<file path="config.mk">
export PLATFORM = sky130hd
export DESIGN_NAME = crst_ctrl
export DESIGN_NICKNAME = d
export VERILOG_FILES = /design/src/rtl/crst_pkg.sv /design/src/rtl/crst_ctrl.sv
export SDC_FILE = /design/constraint.sdc
export NUM_CORES = 1
export LEC_CHECK = 0
export BUFFER_PORTS_ARGS = -buffer_cell sky130_fd_sc_hd__buf_2
export CORE_MARGIN = 2
export CORE_UTILIZATION = 51
export DETAILED_ROUTE_END_ITERATION = 10
export PLACE_DENSITY = 0.85
export SETUP_SLACK_MARGIN = 0.2
export SYNTH_ARGS = -nofsm -noshare
export SYNTH_HDL_FRONTEND = slang
export SYNTH_SLANG_ARGS = --single-unit
</file>
<file path="constraint.sdc">
create_clock -name clk_i -period 3 [get_ports clk_i]
set_clock_uncertainty 0.2 [all_clocks]
set_input_delay 0.6 -clock clk_i [delete_from_list [all_inputs] [get_ports clk_i]]
set_output_delay 0.6 -clock clk_i [all_outputs]
set_load 0.01 [all_outputs]
</file>
<file path="src/rtl/crst_pkg.sv">
`timescale 1ns / 1ps
`default_nettype none
// ----------------------------------------------------------------------------
// Catmull-Rom tessellator package
// Shared constants, payload structs, controller states and command structs.
// ----------------------------------------------------------------------------
package crst_pkg;

  localparam int MaxSegments = 32;
  localparam int CoordBits   = 32;
  localparam int NBits       = 6;
  localparam logic [NBits-1:0] SegResetVal = 6'd8;

  typedef struct packed {
    logic signed [31:0] point_x;
    logic signed [31:0] point_y;
    logic signed [31:0] point_z;
    logic               final_point;
  } point_t;

  typedef struct packed {
    logic signed [31:0] start_x;
    logic signed [31:0] start_y;
    logic signed [31:0] start_z;
    logic signed [31:0] end_x;
    logic signed [31:0] end_y;
    logic signed [31:0] end_z;
    logic               run_last;
  } segment_t;

  typedef enum logic [3:0] {
    ST_IDLE,
    ST_TDIV,
    ST_TSQ,
    ST_TCUBE,
    ST_MUL1,
    ST_MUL2,
    ST_MUL3,
    ST_SUM,
    ST_OUT,
    ST_LINE
  } ctrl_state_e;

  // Controller to datapath.
  typedef struct packed {
    logic load;       // capture input point and restart the segment index
    logic span_init;  // start a span: set coefficients and prev point
    logic second;     // span init selects final span (w1,w2,q,q)
    logic div_start;
    logic do_tsq;
    logic do_tcube;
    logic do_mul1;
    logic do_mul2;
    logic do_mul3;
    logic do_sum;
    logic do_out;     // load output register with curve segment
    logic do_line;    // load output register with straight segment
    logic run_last;
    logic commit;     // update the window after the item
  } dp_cmd_t;

  typedef struct packed {
    logic div_done;
  } dp_status_t;

endpackage : crst_pkg
`default_nettype wire

</file>
<file path="src/rtl/crst_ctrl.sv">
`timescale 1ns / 1ps
`default_nettype none
// ----------------------------------------------------------------------------
// Catmull-Rom tessellator controller
// Sequences spans and per-segment evaluation steps for each input point.
// ----------------------------------------------------------------------------
module crst_ctrl #(
  parameter int MaxSeg = crst_pkg::MaxSegments
) (
  input  wire                       clk_i,
  input  wire                       rst_ni,
  input  wire                       in_valid_i,
  output logic                      in_ready_o,
  input  wire                       final_i,
  input  wire  [crst_pkg::NBits-1:0] n_cfg_i,
  input  wire  [1:0]                seen_i,
  input  crst_pkg::dp_status_t      status_i,
  output crst_pkg::dp_cmd_t         cmd_o,
  output logic                      out_valid_o,
  input  wire                       out_ready_i
);
  import crst_pkg::*;

  ctrl_state_e state_q, state_d;
  logic [NBits-1:0] n_q, n_d, j_q, j_d;
  logic second_q, second_d, last_q, last_d;
  logic ov_q, ov_d;
  logic [NBits-1:0] n_eff;

  always_comb begin
    if (n_cfg_i == '0) n_eff = NBits'(1);
    else if (n_cfg_i > NBits'(MaxSeg)) n_eff = NBits'(MaxSeg);
    else n_eff = n_cfg_i;
  end

  wire out_free = !ov_q || out_ready_i;
  wire accept   = in_valid_i && in_ready_o;
  wire span_end = (j_q == n_q);

  always_comb begin
    state_d  = state_q;
    n_d      = n_q;
    j_d      = j_q;
    second_d = second_q;
    last_d   = last_q;
    unique case (state_q)
      ST_IDLE: begin
        if (accept) begin
          n_d = n_eff; j_d = NBits'(1); second_d = 1'b0; last_d = final_i;
          if (seen_i >= 2'd2) state_d = ST_TDIV;
          else if (seen_i == 2'd1 && final_i) state_d = ST_LINE;
        end
      end
      ST_TDIV:  if (status_i.div_done) state_d = ST_TSQ;
      ST_TSQ:   state_d = ST_TCUBE;
      ST_TCUBE: state_d = ST_MUL1;
      ST_MUL1:  state_d = ST_MUL2;
      ST_MUL2:  state_d = ST_MUL3;
      ST_MUL3:  state_d = ST_SUM;
      ST_SUM:   state_d = ST_OUT;
      ST_OUT: begin
        if (out_free) begin
          if (!span_end) begin
            j_d = j_q + NBits'(1); state_d = ST_TDIV;
          end else if (last_q && !second_q) begin
            j_d = NBits'(1); second_d = 1'b1; state_d = ST_TDIV;
          end else begin
            state_d = ST_IDLE;
          end
        end
      end
      ST_LINE: if (out_free) state_d = ST_IDLE;
      default: state_d = ST_IDLE;
    endcase
  end

  always_comb begin
    cmd_o      = '0;
    in_ready_o = 1'b0;
    unique case (state_q)
      ST_IDLE: begin
        in_ready_o      = 1'b1;
        cmd_o.load      = accept;
        cmd_o.span_init = accept;
        cmd_o.div_start = accept;
        cmd_o.commit    = accept && !(seen_i >= 2'd2 || (seen_i == 2'd1 && final_i));
      end
      ST_TDIV:  ;
      ST_TSQ:   cmd_o.do_tsq = 1'b1;
      ST_TCUBE: cmd_o.do_tcube = 1'b1;
      ST_MUL1:  cmd_o.do_mul1 = 1'b1;
      ST_MUL2:  cmd_o.do_mul2 = 1'b1;
      ST_MUL3:  cmd_o.do_mul3 = 1'b1;
      ST_SUM:   cmd_o.do_sum = 1'b1;
      ST_OUT: begin
        cmd_o.do_out   = out_free;
        cmd_o.run_last = span_end && (second_q || !last_q);
        if (out_free) begin
          if (!span_end) cmd_o.div_start = 1'b1;
          else if (last_q && !second_q) begin
            cmd_o.span_init = 1'b1; cmd_o.second = 1'b1; cmd_o.div_start = 1'b1;
          end else cmd_o.commit = 1'b1;
        end
      end
      ST_LINE: begin
        cmd_o.do_line  = out_free;
        cmd_o.run_last = 1'b1;
        cmd_o.commit   = out_free;
      end
      default: ;
    endcase
  end

  always_comb begin
    ov_d = ov_q;
    if (out_ready_i) ov_d = 1'b0;
    if (cmd_o.do_out || cmd_o.do_line) ov_d = 1'b1;
  end

  assign out_valid_o = ov_q;

  always_ff @(posedge clk_i or negedge rst_ni) begin
    if (!rst_ni) begin
      state_q  <= ST_IDLE;
      n_q      <= NBits'(1);
      j_q      <= NBits'(1);
      second_q <= 1'b0;
      last_q   <= 1'b0;
      ov_q     <= 1'b0;
    end else begin
      state_q  <= state_d;
      n_q      <= n_d;
      j_q      <= j_d;
      second_q <= second_d;
      last_q   <= last_d;
      ov_q     <= ov_d;
    end
  end

  a_jrange: assert property (@(posedge clk_i) disable iff (!rst_ni)
    state_q != ST_IDLE |-> (j_q >= NBits'(1) && j_q <= n_q)) else $error("j out of range");
  a_nolose: assert property (@(posedge clk_i) disable iff (!rst_ni)
    ov_q && !out_ready_i |=> ov_q) else $error("output dropped");
  a_load_idle: assert property (@(posedge clk_i) disable iff (!rst_ni)
    cmd_o.do_out |-> out_free) else $error("overwrite of pending output");

endmodule : crst_ctrl
`default_nettype wire

</file>
Word-level counts from Yosys, hierarchy flattened

Cells that the tools add are included.

Logic and storage cells: 94
Register bits after elaboration: 19
Output and inout port bits: 16
Bits of input ports: 14

$add $sub $neg: 1
$lt $le $gt $ge: 2
Eq/ne operators: 19
Multiplexer cells: 45
Reduce and logical (&&, ||, !) cells: 21

Operator list:

| cell                | count |
|---|---|
| $pmux 4 s10         | 1 |
| $mux 6              | 6 |
| $mux 4              | 6 |
| $mux 1              | 23 |
| $eq 4x3->1 const B  | 4 |
| $ne 2x2->1 const B  | 6 |
| $pmux 6 s2          | 1 |
| $reduce_and 5->1    | 2 |
| $eq 4x2->1 const B  | 2 |
| $eq 4x4->1 const B  | 2 |
| $pmux 1 s2          | 4 |
| $add 6x1->6 const B | 1 |
| $eq 6x6->1          | 1 |
| $gt 6x6->1 const B  | 1 |
| $logic_not 6->1     | 1 |
| $mux 3              | 2 |
| $ne 3x3->1 const B  | 2 |
| $logic_and 1x1->1   | 5 |
| $eq 4x1->1 const B  | 1 |
| $logic_not 1->1     | 4 |
| $logic_not 4->1     | 1 |
| $logic_or 1x1->1    | 4 |
| $reduce_and 4->1    | 1 |
| $reduce_bool 2->1   | 2 |
| other kinds (5)     | 5 |

Logic depth before layout (Yosys ltp)

Word-level depth: 6
Depth in mapped cells: 6
Gate-level depth less buffers: 5

Least setup slack after synthesis

OpenSTA, ideal clock, no wires.

Path kind: reg-to-output
Start: reg state_q[1]
End: out cmd_o[0] (netlist bit)
Data required time: 2,200 ps
Slack: 506 ps
Path buffers: 1
Stages on the path, launching flop included: 6
Arrival: 1,694 ps
Cell sequence: dfrtp_1 > buf_6 > nor4_1 > nand2_1 > inv_1 > a22o_1

RTL lines:

| item                     | line             | RTL |
|---|---|---|
| start: declaration       | crst_ctrl.sv:24  | `ctrl_state_e state_q, state_d;` |
| start signal: assignment | crst_ctrl.sv:131 | `state_q <= state_d;` |
| end: declaration         | crst_ctrl.sv:18  | `output crst_pkg::dp_cmd_t cmd_o,` |

==> metrics.md <==
| Metric | Value |
|---|---|
| Adder-Cell Fraction of Synth Area | 1.13% |
| Cell area after layout | 1400 um2 |
| Clk Latency, worst-skew pair | between 200 and 300 ps |
| Worst-path clk slew | 110 ps |
| IO Port Bufs | 29 |
| Antenna Nets Post-Route | 0 |
| Post-synthesis mux area share | 2.94% |
| Initial Util | 55.3% |
| Fmax | 363 MHz |
| CP Launch Type | register |
| Unrepaired setup endpoints after global routing | no |
| Prevailing post-synth register cell | dfrtp_1 |
| Syn Area/Cell | between 9 and 10 um2 |
| Post-synthesis sequential element count | 19 |
| IO Count | 30 |
| Critical path's slowest cell | or4b_4 |
| N_diodes | 0 |
| Core area | 2000 um2 |
| CTS sink cnt | 19 |
| CP cell instances | or4b_4, or3_4, o21ai_4, buf_2 |
| Post-synthesis xor/xnor area fraction | 6.33% |
| Worst Setup End Kind | output pin |
| Worst-Margin Slew | just under 600 ps |
| Ys Warns | 0 |
| VDD IR max | around 0.00053 V |
| Post-synthesis compound-gate area fraction | 14.6% |
| # rows | 16 |
| Number of flops mapped to enable cells by yosys | 0 |
| TritonCTS Buffers | 3 |
| Worst rel slew slack | 60.6% |
| Worst EP required | around 2200 ps |
| Total GRT Usage | 24.0% |
| Setup TNS | 0 ps |
| Mapped Cells | approximately 120 |
| Number of max-cap violations | 0 |
| Grt ovf | 0 |
| Register area share after synthesis | about 43% |
| Initial antenna violation count | 0 |
| First-pass iteration count of the detailed router | 5 |
| Maximum clock path buffer count | 2 |
| Status | complete, no violations |
| Die Y | 50.6 um |
| DR vias/cell | 5.79 |
| WS Path Type | register to output pin |
| Lkg Pwr | 0.670 nW |
| Min Tclk post-route | 2760 ps |
| Dpl cell area | approximately 1300 um2 |
| Root Buffer | clkbuf_4 |
| Drc violations | 0 |
| Die X | between 50 and 60 um |
| DP HPWL | 1.93 mm |
| HP Class | input port to asynchronous set/reset pin |
| Final Hold Viols | 0 |
| Die Area | 2560 um2 |
| Vias in the first global route | between 1000 and 1500 |
| First-pass GRT wire length | 4.58 mm |
| CTS HTree Levels | 1 |
| Pin count of the biggest net entering global routing | 20 |
| Fin cells | 185 |
| Placed Cells incl. Taps | approximately 180 |
| Total power | 1.28 mW |
| Initial DRC count | between 50 and 60 |
| Routed len/inst | 15.3 um |
| Final Cycle Share | about nine tenths |
| FFs w/ async S/R, synth | 100% |
| Final setup viols | 0 |
| Routed WL | 2.83 mm |
| Highest fanout seen on the critical path | 2 |
| Crit-path max cell delay | 570 ps |
| Simple-gate area share of the yosys netlist | 29.0% |
| FF-to-FF setup slack | 980 ps |
| Largest family of logic cells by synthesized area | simple AND/OR/NAND/NOR gates |
| Layout cells sized above 1 | 36.7% |
| CTS tree | built |
| Total number of vias | 1071 |
| Mapped Area | 1110 um2 |
| Pwr dens | 917 nW/um2 |
| Synthesized Nets | 136 |
| Routability Congestion | a little over 0.8 |
| Final count of pins violating max slew | 0 |
| Worst EP arrival | 1960 ps |
| NumNets Final | 174 |
| Area Overhead vs Synth | 26.2% |
| Synth cell types | 39 |
through the flow:
stage	util (%)	worst slack (ps)	hold slack, ps
global route	69.8	215	35.8
CTS	67.5	212	33.0
finish	69.8	245	30.6
floorplan	-	506	104
global placement	64.0	436	271
detailed placement	64.0	422	273
critical path, delay by kind of cell (launching register included):
kind | cells | cell delay (ps)
simple gates | 2 | 940
flops | 1 | 410
compound gates | 1 | 160
buf+inv | 1 | 150
where the power goes:
group          internal [mW]  switching (mW)  total, mW  leakage (nW)
clock                 0.0495          0.0787      0.128        0.0177
combinational          0.315           0.418      0.732         0.411
sequential             0.353          0.0671      0.420         0.241
Yosys cell counts, drive strengths merged (2+ instances only):
master	n	share of area, %
xor2	4	3.2
mux2	2	2.0
dfstp	2	4.7
nor4b	2	1.6
clkbuf	3	1.0
nand2b	9	5.1
a211oi	2	1.4
dfrtp	17	38
nand2	15	5.1
o21ai	12	6.1
nor3	3	1.4
nor2	10	4.1
xnor2	4	3.2
buf	2	1.5
nand4	2	1.1
nand3	4	1.8
nor4	3	1.7
or3	5	2.8
a21oi	4	1.8
area by class of cell:
cell class                      count  area [um2]
Multi-Input combinational cell     96         638
Fill cell                         152         604
Sequential cell                    19         482
Timing Repair Buffer               38         213
Tap cell                           27        33.8
Clock buffer                        3        22.5
Clock inverter                      1        5.00
Inverter                            1        3.75
worst paths after layout:
kind,to,from,cells past startpoint
worst max-delay path,cmd_o[12],state_q[0]$_DFFE_PN0P_,4
worst min-delay path,j_q[5]$_DFFE_PN0P_,rst_ni,1
worst max register to register,j_q[0]$_DFFE_PN1P_,state_q[0]$_DFFE_PN0P_,6
worst min register to register,n_q[0]$_DFFE_PN1P_,n_q[0]$_DFFE_PN1P_,2
max in group asynchronous,n_q[0]$_DFFE_PN1P_,rst_ni,1
min in group clk_i,n_q[0]$_DFFE_PN1P_,n_q[0]$_DFFE_PN1P_,2
placed cells by master (no fill, tap or decap), types with 2 or more instances in the layout:
cell	n
mux2_2	2
dfstp_2	2
nand2_1	15
nand3_1	4
o21ai_4	2
o21ai_0	9
a211oi_1	2
nand2b_1	9
buf_4	9
xor2_1	4
xnor2_1	4
dfrtp_1	14
clkbuf_4	3
dfrtp_2	3
nor4_1	2
or3_1	4
nand4_1	2
nor2_1	8
a21oi_1	4
buf_2	29
nor3_1	3
nor4b_1	2
per-layer routing:
layer	track usage, %	share of wire (%)	up-vias
met3	4.76	8.1	4
met5	0	0	-
met2	40.8	51	62
met4	8.56	1.0	0
met1	30.2	40	503
li1	-	-	502
flip-flops by register name, indices dropped and copies added (netlist names):
| signal | cells |
|---|---|
| j_q | 6 |
| n_q | 6 |
| state_q | 4 |
| last_q | 1 |
| out_valid_o | 1 |
| second_q | 1 |
cell families after synthesis:
group / count (synthesis)
compound gates: 25
xor+xnor: 8
fa+ha+maj: 1
buf+inv: 6
flops: 19
mux: 3
simple gates: 59
what timing repair did:
| action | 4_1_cts | 5_1_grt |
|---|---|---|
| pin swaps | 1 | 2 |
| resized for setup | 3 | 7 |
| hold buffers | 0 | 0 |
| endpoints found under the setup margin | 2 | 5 |
| cloned | 0 | 0 |
| buffers inserted | 5 | 1 |
(Power assumes the default switching activity.)
